--- config.mk ---
export PLATFORM = sky130hd
export DESIGN_NAME = tick_interval_monitor_unit_flat
export DESIGN_NICKNAME = d
export VERILOG_FILES = /design/src/rtl/tim_pkg.sv /design/src/rtl/tim_if.sv /design/src/rtl/tim_ram.sv /design/src/rtl/tim_div.sv /design/src/rtl/tick_interval_monitor_unit.sv /design/src/flat_wrapper.sv
export SDC_FILE = /design/constraint.sdc
export NUM_CORES = 1
export LEC_CHECK = 0
export ABC_AREA = 1
export BUFFER_PORTS_ARGS = -buffer_cell sky130_fd_sc_hd__buf_2
export CELL_PAD_IN_SITES_DETAIL_PLACEMENT = 0
export CELL_PAD_IN_SITES_GLOBAL_PLACEMENT = 1
export CORE_MARGIN = 2
export CORE_UTILIZATION = 49
export CTS_BUF_LIST = sky130_fd_sc_hd__clkbuf_16
export DETAILED_ROUTE_END_ITERATION = 7
export PLACE_DENSITY = 0.89
export SKIP_CTS_REPAIR_TIMING = 1
export SYNTH_ARGS = -nofsm -noshare
export SYNTH_HDL_FRONTEND = slang
export SYNTH_SLANG_ARGS = --single-unit
--- constraint.sdc ---
create_clock -name clk -period 6.2 [get_ports clk]
set_input_delay 0 -clock clk [delete_from_list [all_inputs] [get_ports clk]]
set_output_delay 0 -clock clk [all_outputs]
set_load 0.02 [all_outputs]
--- src/rtl/tim_pkg.sv ---
// Shared constants and types for the tick interval monitor.
package tim_pkg;

  localparam int WINDOW     = 16;
  localparam int TIME_BITS  = 32;
  localparam int EVENT_BITS = 32;
  localparam int OUT_BITS   = 32;
  localparam int IDX_BITS   = (WINDOW > 1) ? $clog2(WINDOW) : 1;
  localparam int CNT_BITS   = $clog2(WINDOW + 1);
  localparam int TOTAL_BITS = TIME_BITS + IDX_BITS;

  typedef logic [TIME_BITS-1:0]  time_t;
  typedef logic [TOTAL_BITS-1:0] total_t;
  typedef logic [CNT_BITS-1:0]   count_t;
  typedef logic [IDX_BITS-1:0]   index_t;

  typedef enum logic [5:0] {
    S_IDLE  = 6'b000001,
    S_SUB   = 6'b000010,
    S_ADD   = 6'b000100,
    S_START = 6'b001000,
    S_DIV   = 6'b010000,
    S_OUT   = 6'b100000
  } state_t;

endpackage

--- src/rtl/tim_if.sv ---
// Valid/ready channel interfaces for event input and result output.
interface tim_in_if;
  logic                          valid;
  logic                          ready;
  logic [tim_pkg::EVENT_BITS-1:0] event_time;

  modport source (output valid, output event_time, input ready);
  modport sink   (input valid, input event_time, output ready);
endinterface

interface tim_out_if;
  logic                          valid;
  logic                          ready;
  logic [tim_pkg::OUT_BITS-1:0]  interval;
  logic [tim_pkg::OUT_BITS-1:0]  longest_interval;
  logic [tim_pkg::OUT_BITS-1:0]  mean_interval;
  logic [tim_pkg::CNT_BITS-1:0]  intervals_held;

  modport source (output valid, output interval, output longest_interval,
                  output mean_interval, output intervals_held, input ready);
  modport sink   (input valid, input interval, input longest_interval,
                  input mean_interval, input intervals_held, output ready);
endinterface

--- src/rtl/tim_ram.sv ---
// Generic single-write, single-read RAM with registered read data.
module tim_ram #(
  parameter int WIDTH = 32,
  parameter int DEPTH = 16
) (
  input  logic                     clk,
  input  logic                     we,
  input  logic [$clog2(DEPTH)-1:0] waddr,
  input  logic [WIDTH-1:0]         wdata,
  input  logic [$clog2(DEPTH)-1:0] raddr,
  output logic [WIDTH-1:0]         rdata
);

  logic [WIDTH-1:0] mem [DEPTH];

  always_ff @(posedge clk) begin
    if (we) begin
      mem[waddr] <= wdata;
    end
    rdata <= mem[raddr];
  end

endmodule

--- src/rtl/tim_div.sv ---
// Restoring serial divider: window total over held count, one bit per cycle.
module tim_div (
  input  logic            clk,
  input  logic            rst,
  input  logic            start,
  input  tim_pkg::total_t dividend,
  input  tim_pkg::count_t divisor,
  output logic            done,
  output tim_pkg::total_t quotient
);
  import tim_pkg::*;

  localparam int STEP_BITS = $clog2(TOTAL_BITS + 1);

  logic                 busy;
  logic [STEP_BITS-1:0] steps;
  total_t               work;
  count_t               dvs;
  count_t               rem;
  logic [CNT_BITS:0]    rem_sh;
  logic [CNT_BITS:0]    rem_diff;
  logic                 fits;

  assign rem_sh   = {rem, work[TOTAL_BITS-1]};
  assign rem_diff = rem_sh - {1'b0, dvs};
  assign fits     = (rem_sh >= {1'b0, dvs});
  assign quotient = work;

  always_ff @(posedge clk) begin
    if (rst) begin
      busy  <= 1'b0;
      done  <= 1'b0;
      steps <= '0;
    end else begin
      done <= 1'b0;
      if (start) begin
        busy  <= 1'b1;
        steps <= STEP_BITS'(TOTAL_BITS);
        work  <= dividend;
        dvs   <= divisor;
        rem   <= '0;
      end else if (busy) begin
        // quotient bits shift in at the bottom as dividend bits leave the top
        rem   <= fits ? rem_diff[CNT_BITS-1:0] : rem_sh[CNT_BITS-1:0];
        work  <= {work[TOTAL_BITS-2:0], fits};
        steps <= steps - 1'b1;
        if (steps == STEP_BITS'(1)) begin
          busy <= 1'b0;
          done <= 1'b1;
        end
      end
    end
  end

endmodule

--- src/rtl/tick_interval_monitor_unit.sv ---
// Tick interval monitor: event gaps, longest gap and windowed mean.
//
// Usage: events arrive on the evt channel (valid/ready), each carrying a
// free-running tick timestamp. For every accepted event one result item is
// offered on the res channel: the gap to the previous event (zero for the
// first), the longest gap since reset, the truncated mean of the gaps held
// (the last WINDOW gaps once the window is full) and the number of gaps held.
// Timing: after acceptance an event passes the S_SUB, S_ADD and S_START
// steps, then waits in S_DIV for the bit-serial divide of the window total,
// and S_OUT then loads the result register.
// evt.ready is high only while the sequencer is idle, so one event is in
// work at a time and no new event is taken until its result is registered.
// The result sits in an output register: the next event is accepted while an
// earlier result still waits. If the receiver stalls, the sequencer holds in
// its final step until the output register frees, and evt.ready stays low.
// Reset (rst, synchronous, active high) clears the gap history, the longest
// gap and the counters; the gap ring needs no clearing since a slot is read
// only after it has been written.
module tick_interval_monitor_unit (
  input logic       clk,
  input logic       rst,
  tim_in_if.sink    evt,
  tim_out_if.source res
);
  import tim_pkg::*;

  state_t state;
  time_t  last_time;
  time_t  gap;
  time_t  longest_seen;
  total_t window_total;
  count_t held_count;
  index_t oldest_slot;
  logic   window_full;

  time_t  now;
  time_t  ring_rdata;
  logic   ring_we;
  index_t ring_waddr;
  logic   div_start;
  logic   div_done;
  total_t div_quot;
  time_t  mean;
  logic   first;

  assign now   = TIME_BITS'(evt.event_time);
  assign first = (held_count == '0);

  assign evt.ready  = (state == S_IDLE);
  assign ring_we    = (state == S_ADD);
  assign ring_waddr = window_full ? oldest_slot : held_count[IDX_BITS-1:0];
  assign div_start  = (state == S_START);

  tim_ram #(
    .WIDTH(TIME_BITS),
    .DEPTH(WINDOW)
  ) u_ring (
    .clk  (clk),
    .we   (ring_we),
    .waddr(ring_waddr),
    .wdata(gap),
    .raddr(oldest_slot),
    .rdata(ring_rdata)
  );

  tim_div u_div (
    .clk     (clk),
    .rst     (rst),
    .start   (div_start),
    .dividend(window_total),
    .divisor (held_count),
    .done    (div_done),
    .quotient(div_quot)
  );

  always_ff @(posedge clk) begin
    if (rst) begin
      state        <= S_IDLE;
      last_time    <= '0;
      longest_seen <= '0;
      window_total <= '0;
      held_count   <= '0;
      oldest_slot  <= '0;
      window_full  <= 1'b0;
      res.valid    <= 1'b0;
    end else begin
      // S_OUT reloads the output register itself
      if (res.valid && res.ready && (state != S_OUT)) begin
        res.valid <= 1'b0;
      end
      unique case (state)
        S_IDLE: begin
          if (evt.valid) begin
            last_time <= now;
            if (first) begin
              gap <= '0;
            end else begin
              gap <= now - last_time;
              if ((now - last_time) > longest_seen) begin
                longest_seen <= now - last_time;
              end
            end
            state <= S_SUB;
          end
        end
        S_SUB: begin
          // ring read of the oldest slot lands this cycle
          if (window_full) begin
            window_total <= window_total - TOTAL_BITS'(ring_rdata);
          end
          state <= S_ADD;
        end
        S_ADD: begin
          window_total <= window_total + TOTAL_BITS'(gap);
          if (window_full) begin
            oldest_slot <= (oldest_slot == IDX_BITS'(WINDOW - 1)) ?
                           '0 : oldest_slot + 1'b1;
          end else begin
            held_count <= held_count + 1'b1;
            if (held_count == CNT_BITS'(WINDOW - 1)) begin
              window_full <= 1'b1;
              oldest_slot <= '0;
            end
          end
          state <= S_START;
        end
        S_START: begin
          state <= S_DIV;
        end
        S_DIV: begin
          if (div_done) begin
            mean  <= TIME_BITS'(div_quot);
            state <= S_OUT;
          end
        end
        S_OUT: begin
          if (!res.valid || res.ready) begin
            res.valid            <= 1'b1;
            res.interval         <= OUT_BITS'(gap);
            res.longest_interval <= OUT_BITS'(longest_seen);
            res.mean_interval    <= OUT_BITS'(mean);
            res.intervals_held   <= held_count;
            state                <= S_IDLE;
          end
        end
        default: begin
          state <= S_IDLE;
        end
      endcase
    end
  end

endmodule

--- src/flat_wrapper.sv ---
// flat-port wrapper written by rule: the top's interface ports become plain ports
module tick_interval_monitor_unit_flat import tim_pkg::*;
  (clk, rst, evt_valid, evt_event_time, evt_ready, res_valid, res_interval, res_longest_interval, res_mean_interval, res_intervals_held, res_ready);
  tim_in_if evt_i ();
  tim_out_if res_i ();
  input logic clk;
  input logic rst;
  input wire logic [$bits(evt_i.valid)-1:0] evt_valid;
  input wire logic [$bits(evt_i.event_time)-1:0] evt_event_time;
  output wire logic [$bits(evt_i.ready)-1:0] evt_ready;
  output wire logic [$bits(res_i.valid)-1:0] res_valid;
  output wire logic [$bits(res_i.interval)-1:0] res_interval;
  output wire logic [$bits(res_i.longest_interval)-1:0] res_longest_interval;
  output wire logic [$bits(res_i.mean_interval)-1:0] res_mean_interval;
  output wire logic [$bits(res_i.intervals_held)-1:0] res_intervals_held;
  input wire logic [$bits(res_i.ready)-1:0] res_ready;
  assign evt_i.valid = evt_valid;
  assign evt_i.event_time = evt_event_time;
  assign evt_ready = evt_i.ready;
  assign res_valid = res_i.valid;
  assign res_interval = res_i.interval;
  assign res_longest_interval = res_i.longest_interval;
  assign res_mean_interval = res_i.mean_interval;
  assign res_intervals_held = res_i.intervals_held;
  assign res_i.ready = res_ready;
  tick_interval_monitor_unit u_core (.clk(clk), .rst(rst), .evt(evt_i), .res(res_i));
endmodule
==> metrics.md, run 1 <==
| Metric | Value |
|---|---|
| Fmax | ~240 MHz |
| Metal2 WL | a little under 50000 um |
| Final WS setup | around 2.1 ns |
| Remaining DRCs | 0 |
| Layout area overhead | 13.11% |
| Clk_lat worst skew | approximately 0.67 ns |
| Vias in the first global route | around 27000 |
| Die W | between 200 and 300 um |
| Most common cell after layout, fill and taps aside | edfxtp_1 |
| Root buf cell | clkbuf_16 |
| RR Startpoint | u_core.state[0] |
| Total Power | between 10 and 15 mW |
| Die extent in y | ~290 um |
| Lkg Pwr | 17.17 nW |
| Post-synth EDFFs | approximately 720 |
| Worst rel slew slack | 0.1849 |
| Critical Path RT | 6.74 ns |
| Total track usage | 0.2496 |
| Post-synth cell types | 44 |
| Top-level port count | between 100 and 150 |
| Vias per cell | between 5 and 6 |
| Layout cell share with drive strength beyond 1 | 0.08419 |
| CTS max path bufs | 3 |
| Hold crit path type | in -> reg |
| Reg2reg setup slack | around 2.1 ns |
| Hold Startpoint | evt_event_time[31] |
| Initial Util | 0.4955 |
| Util after Layout | 0.5605 |
| Antenna viol nets, final | 0 |
| Dpl ws | 2.177 ns |
| Setup TNS Final | 0 ns |
| FP Rows | 103 |
| DRT iter0 DRCs | 3107 |
| Sequential element share of the synthesized area | 0.6339 |
| Max VDD drop | just over 0.2 mV |
| Largest net degree at the start of global routing | slightly below 200 |
| WL final | approximately 100000 um |
| Max-Cap Viols | 0 |
| Nets | just over 4000 |
| CTS tree | yes |
| Mapped Nets | approximately 4000 |
| Antenna violations before repair | 2 |
| Top_reg_cell synth | edfxtp_1 |
| Worst setup SP type | flip-flop |
| Met3 WL | roughly 8400 um |
| Syn Std Cell Area | just under 40000 um2 |
| Slew @ Worst Pin | 1.223 ns |
| Detailed Place HPWL | around 64000 um |
| Placed cells | between 4000 and 5000 |
| Via Count | ~28000 |
| Layout fillers | approximately 6800 |
| RSZ-0062 raised after global routing | no |
| YS warnings | 0 |
| Global route total overflow | 0 |
| Critical path type | reg -> reg |
| Fin cells | slightly above 5000 |
| CTS buffer count | 89 |
| Arrival @ worst endpoint | roughly 4.7 ns |
| Final Setup Violations | 0 |
| TritonRoute pass-1 iters | 6 |
| Clk sinks | 880 |
| Post-synth ARST share | 0 |
| Post-synthesis register bit count | 880 |
| Syn avg cell area | about 10 um2 |
| Period utilization | 0.6626 |
| Met1 wire length | roughly 44000 um |
| Core area | 79130 um2 |
| Port bufs | roughly 140 |
| Commonest non-fill, non-tap cells in the layout | edfxtp_1, nand2_1, nor2_1 |
| Power Dens Cells | about 290 nW/um2 |
| Hold Fails Final Rpt | 0 |
| Hold endpoint | u_core.last_time[31] |
| Post-Synthesis Cells | just under 4000 |
| Max Transition Viols Final | 0 |
| Crit-path max FO | 43 |
| Inserted Diodes | 0 |
| Clk pin slew, worst setup/hold paths | roughly 0.060 ns |
| Status | finished, final reports clean |
| Max Used Layer | met5 |
| Gpl congestion | 0.9377 |
| Post-layout minimum cycle time | between 4 and 5 ns |
| Setup crit end kind | flip-flop |
| Die area | 82300 um2 |
| Global-route wire length before repair | between 150000 and 200000 um |
| Depth of the worst hold-timing path | 4 |
| Worst reg2reg path depth | 22 |
| WL/cell | ~20 um |
| H-tree depth | 3 |
| FF-to-FF End | u_core.window_total[32] |
| Max Clock Skew | about 0.036 ns |
## power breakdown
part	switching [mW]	internal, mW	total [mW]
registers	0.0917	6.41	6.50
logic	0.606	0.304	0.911
clock network	2.31	3.04	5.34
total	3.00	9.76	12.8
## worst max-delay path by stage
stage / start / endpoint / cells after the start
2_1_floorplan: u_core.state[1] / u_core.res.interval[0] / 7
3_3_place_gp: u_core.state[0] / u_core.window_total[24] / 22
3_5_place_dp: u_core.state[0] / u_core.window_total[32] / 22
4_1_cts: u_core.state[0] / u_core.window_total[32] / 22
5_1_grt: u_core.state[1] / u_core.window_total[24] / 22
6_report: u_core.state[0] / u_core.window_total[32] / 22
## layer usage
metal | global-route usage | vias to the layer above
met1 | 0.3449 | 13474
met5 | 0 | -
met4 | 0.08672 | 2
met2 | 0.4023 | 1160
li1 | - | 13552
met3 | 0.04000 | 178
## registers in the layout (all words and copies together) (netlist names), 6 cells and up
name,cells
u_core.state,6
u_core.gap,32
u_core.u_div.steps,6
u_core.mean,32
u_core.res.longest_interval,32
u_core.u_div.quotient,36
u_core.res.mean_interval,32
u_core.u_ring.rdata,32
u_core.longest_seen,32
u_core.window_total,36
u_core.u_ring.mem,512
u_core.res.interval,32
u_core.last_time,32
## through the flow
stage          hold slack [ns]  area (um2)
2_1_floorplan          0.06907       39210
3_3_place_gp            0.2824       41040
3_5_place_dp            0.2971       41040
4_1_cts                -0.4034       43980
5_1_grt                 0.1868       44350
6_report                0.1700       44350
## kinds of logic (layout without fill, tap and decap cells)
logic type,after synthesis,in the layout,share of synthesized area
and+or+nand+nor,1479,1479,0.1520
AOI/OAI and AO/OA,758,758,0.1116
xor gates and xnor gates,51,51,0.01139
adders and majority gates,113,113,0.03663
buffers and inverters,564,781,0.05450
DFF,880,880,0.6339
## synthesized netlist by cell type, types with 5 or more instances
| master | count | area share |
|---|---|---|
| a21oi_1 | 173 | 0.022 |
| buf_1 | 15 | 0.0014 |
| buf_2 | 16 | 0.0020 |
| clkbuf_1 | 130 | 0.012 |
| dfxtp_1 | 157 | 0.080 |
| edfxtp_1 | 723 | 0.55 |
| ha_1 | 110 | 0.035 |
| inv_1 | 398 | 0.038 |
| nand2_1 | 686 | 0.066 |
| nand3_1 | 162 | 0.021 |
| nand3b_1 | 8 | 0.0015 |
| nand4_1 | 31 | 0.0049 |
| nor2_1 | 549 | 0.053 |
| nor3_1 | 30 | 0.0038 |
| o211ai_1 | 38 | 0.0073 |
| o21a_1 | 5 | 0.00096 |
| o21ai_0 | 378 | 0.048 |
| o21ai_1 | 6 | 0.00077 |
| o21bai_1 | 20 | 0.0038 |
| o221ai_1 | 94 | 0.021 |
| o22ai_1 | 34 | 0.0054 |
| xnor2_1 | 10 | 0.0022 |
| xor2_1 | 41 | 0.0092 |
## worst max-delay path: stages, from the launching register on
cell and delay, ns:
dfxtp_1 0.34, inv_1 0.06, nand2_1 0.07, inv_1 0.06, nand3_2 0.05, buf_4 0.38, clkinv_1 0.83, nand2_1 0.23
o21ai_0 0.12, ha_1 0.26, fa_1 0.46, nand3_1 0.10, nand3_1 0.17, nand2_1 0.11, nand2_1 0.10, nand3_1 0.11
nand2_1 0.11, nand2_1 0.13, nand2_1 0.06, nand2_1 0.05, nand3_1 0.06, nand2_1 0.09, inv_1 0.04
## cell type report
type                            instances  area, um2  area share
Sequential cell                       880      24860      0.5606
Clock inverter                         76      685.7     0.01546
Inverter                              403       1519     0.03425
Clock buffer                           90       2252     0.05078
Tap cell                             1050       1314     0.02962
Multi-Input combinational cell       2401      12360      0.2788
Timing Repair Buffer                  212       1351     0.03047
(Power assumes the default switching activity.)
==> run 2: changes to the inputs <==
--- a/config.mk
+++ b/config.mk
@@ -10,10 +10,10 @@
 export CELL_PAD_IN_SITES_DETAIL_PLACEMENT = 0
 export CELL_PAD_IN_SITES_GLOBAL_PLACEMENT = 1
 export CORE_MARGIN = 2
-export CORE_UTILIZATION = 49
+export CORE_UTILIZATION = 45
 export CTS_BUF_LIST = sky130_fd_sc_hd__clkbuf_16
 export DETAILED_ROUTE_END_ITERATION = 7
-export PLACE_DENSITY = 0.89
+export PLACE_DENSITY = 0.86
 export SKIP_CTS_REPAIR_TIMING = 1
 export SYNTH_ARGS = -nofsm -noshare
 export SYNTH_HDL_FRONTEND = slang
==> constraint.sdc (replaced) <==
create_clock -name clk -period 3.32 [get_ports clk]
set_input_delay 0 -clock clk [delete_from_list [all_inputs] [get_ports clk]]
set_output_delay 0 -clock clk [all_outputs]
set_load 0.02 [all_outputs]
==> metrics.md, run 2 (synthesized netlist as in run 1, its figures left out) <==
| Metric | Value |
|---|---|
| Worst hold slack | 0.1731 ns (was 0.1700 ns) |
| Total track usage | 0.2313 (was 0.2496) |
| Layout cell share with drive strength beyond 1 | 0.1938 (was 0.08419) |
| Max VDD drop | 0.3895 mV (was 0.2064 mV) |
| Hold crit path type | in -> reg (unchanged) |
| Area post-placement | 42520 um2 (was 41040 um2) |
| Most common cell after layout, fill and taps aside | edfxtp_1 (unchanged) |
| H-tree depth | 3 (unchanged) |
| Final Setup Violations | 0 (unchanged) |
| Crit-path max FO | 12 (was 43) |
| Die extent in y | 299.2 um (was 286.9 um) |
| Hold Fails Final Rpt | 0 (unchanged) |
| DRT iter0 DRCs | 2881 (was 3107) |
| Worst setup SP type | flip-flop (unchanged) |
| Worst reg2reg path depth | 25 (was 22) |
| Antenna viol nets, final | 0 (unchanged) |
| Gpl congestion | 0.9457 (was 0.9377) |
| Final instance area | 47550 um2 (was 44350 um2) |
| WL final | 108500 um (was 104100 um) |
| Status | finished, final reports clean (unchanged) |
| Depth of the worst hold-timing path | 4 (unchanged) |
| RSZ-0062 raised after global routing | yes (was no) |
| Vias per cell | 5.440 (was 5.549) |
| Largest net degree at the start of global routing | 261 (was 198) |
| Largest register by flop count | u_core.u_ring.mem (unchanged) |
| Max Clock Skew | 0.04422 ns (was 0.03600 ns) |
| Hold Startpoint | evt_event_time[31] (unchanged) |
| Vias in the first global route | 26897 (was 26673) |
| Nets | 4321 (was 4136) |
| WL/cell | 20.09 um (was 20.36 um) |
| Clk_lat worst skew | 0.67 ns (about the same) |
| CTS buffer count | 90 (was 89) |
| FP Rows | 108 (was 103) |
| Max-Cap Viols | 0 (unchanged) |
| Global-route wire length before repair | 159500 um (was 156700 um) |
| TritonRoute pass-1 iters | 5 (was 6) |
| Setup crit end kind | flip-flop (unchanged) |
| Hold endpoint | u_core.last_time[31] (unchanged) |
| Die area | 89510 um2 (was 82300 um2) |
| Crit. Startpoint | u_core.last_time[1] (was u_core.state[0]) |
| Top-level port count | 139 (unchanged) |
| Commonest non-fill, non-tap cells in the layout | edfxtp_1, nand2_1, nor2_1 (unchanged) |
| Clk sinks | 880 (unchanged) |
| Post-layout minimum cycle time | 3.262 ns (was 4.108 ns) |
| Layout area overhead | 21.26% (was 13.11%) |
| FF-to-FF End | u_core.longest_seen[11] (was u_core.window_total[32]) |
| RR Startpoint | u_core.last_time[1] (was u_core.state[0]) |
| Core area | 86620 um2 (was 79130 um2) |
| Max reg flops | 512 (unchanged) |
| Critical path type | reg -> reg (unchanged) |
| Critical Path RT | 3.87 ns (was 6.74 ns) |
| Die W | 299.2 um (was 286.9 um) |
| Initial Util | 0.4527 (was 0.4955) |
| Util after Layout | 0.5489 (was 0.5605) |
| Antenna violations before repair | 3 (was 2) |
| Arrival @ worst endpoint | 3.82 ns (was 4.65 ns) |
| Period utilization | 0.9825 (was 0.6626) |
| Layout fillers | 7399 (was 6788) |
| Max Transition Viols Final | 0 (unchanged) |
| Via Count | 29389 (was 28366) |
| CTS tree | yes (unchanged) |
| Fmax | 306.6 MHz (was 243.4 MHz) |
| Detailed Place HPWL | 67680 um (was 64470 um) |
| Remaining DRCs | 0 (unchanged) |
| Power Dens Cells | 518.4 nW/um2 (was 287.7 nW/um2) |
| Global route total overflow | 0 (unchanged) |
| Slew @ Worst Pin | 1.135 ns (was 1.223 ns) |
| Lkg Pwr | 18.33 nW (was 17.17 nW) |
| Root buf cell | clkbuf_16 (unchanged) |
| Reg2reg setup slack | 0.06 ns (was 2.09 ns) |
| Total Power | 24.65 mW (was 12.76 mW) |
| Clk pin slew, worst setup/hold paths | 0.06 ns (about the same) |
| CTS max path bufs | 3 (unchanged) |
| Inserted Diodes | 0 (unchanged) |
| Port bufs | 138 (unchanged) |
| Worst rel slew slack | 0.2434 (was 0.1849) |
==> run 2: cell types whose count changed in the layout (fill, tap and decap cells not counted), moves of 39 or more <==
cell     change
nor2_1      -55
nor2_2      +43
a21oi_1     -39
nand2_2     +73
buf_4      +154
nand2_1     -86
==> run 2: routing by layer <==
metal  routed length [um]  global-route usage  part of all wire  vias up
li1                     -                   -                 -    13961
met1                46910              0.3283              0.43    14138
met2                50590              0.3737              0.47     1127
met3                 8619             0.03370             0.079      161
met4                 2372             0.06048             0.022        2
met5                   13                   0           0.00012        -
==> run 2: per-stage QoR <==
stage,setup slack (ns),std cells,setup TNS (ns)
after floorplan,0.2649,3845,0
after global placement,-0.01249,5161,-0.09203
after detailed placement,-0.1103,5161,-3.041
after CTS,-0.1488,5328,-3.988
after global routing,-0.1607,5402,-4.303
final,0.05811,5402,0
==> run 2: how the worst max path moves through the flow <==
stage / to / slack (ns)
CTS: u_core.longest_seen[23] / -0.15
detailed placement: u_core.longest_seen[2] / -0.11
global route: u_core.longest_seen[21] / -0.16
floorplan: u_core.longest_seen[16] / 0.26
global placement: u_core.longest_seen[5] / -0.01
finish: u_core.longest_seen[11] / 0.06
==> run 2: critical path, stage by stage (launching register included) <==
cell and delay, ns:
dfxtp_2 0.33, inv_1 0.04, ha_1 0.30, nand3_2 0.09
nand3_2 0.11, nand2_1 0.10, nand2_2 0.10, nand2_2 0.10
nand2_4 0.08, nand2_4 0.09, nand2_1 0.06, nand2_1 0.07
nand2_1 0.10, ha_1 0.32, nand2_1 0.11, nor2_2 0.04
nand2_2 0.07, nor2_1 0.05, nand2_1 0.08, nor2_2 0.05
nor3_4 0.26, buf_6 0.20, buf_6 0.18, nand3_1 0.09
nand2_1 0.06, nor2_1 0.05
==> run 2: final cells by class <==
cell class,count,area [um2],area share
well taps,1155,1445,0.03039
clock inverters,76,641.9,0.01350
flip-flops and latches,880,24870,0.5231
repair buffers,396,3075,0.06468
inverters,403,1519,0.03195
multi-input cells,2401,13720,0.2885
clock buffers,91,2277,0.04789
==> run 2: power by group <==
group	total, mW	internal [mW]	leakage (nW)	switching [mW]
clock	9.95	5.58	1.47	4.37
sequential	12.1	12.0	7.77	0.105
combinational	2.63	1.07	9.09	1.56
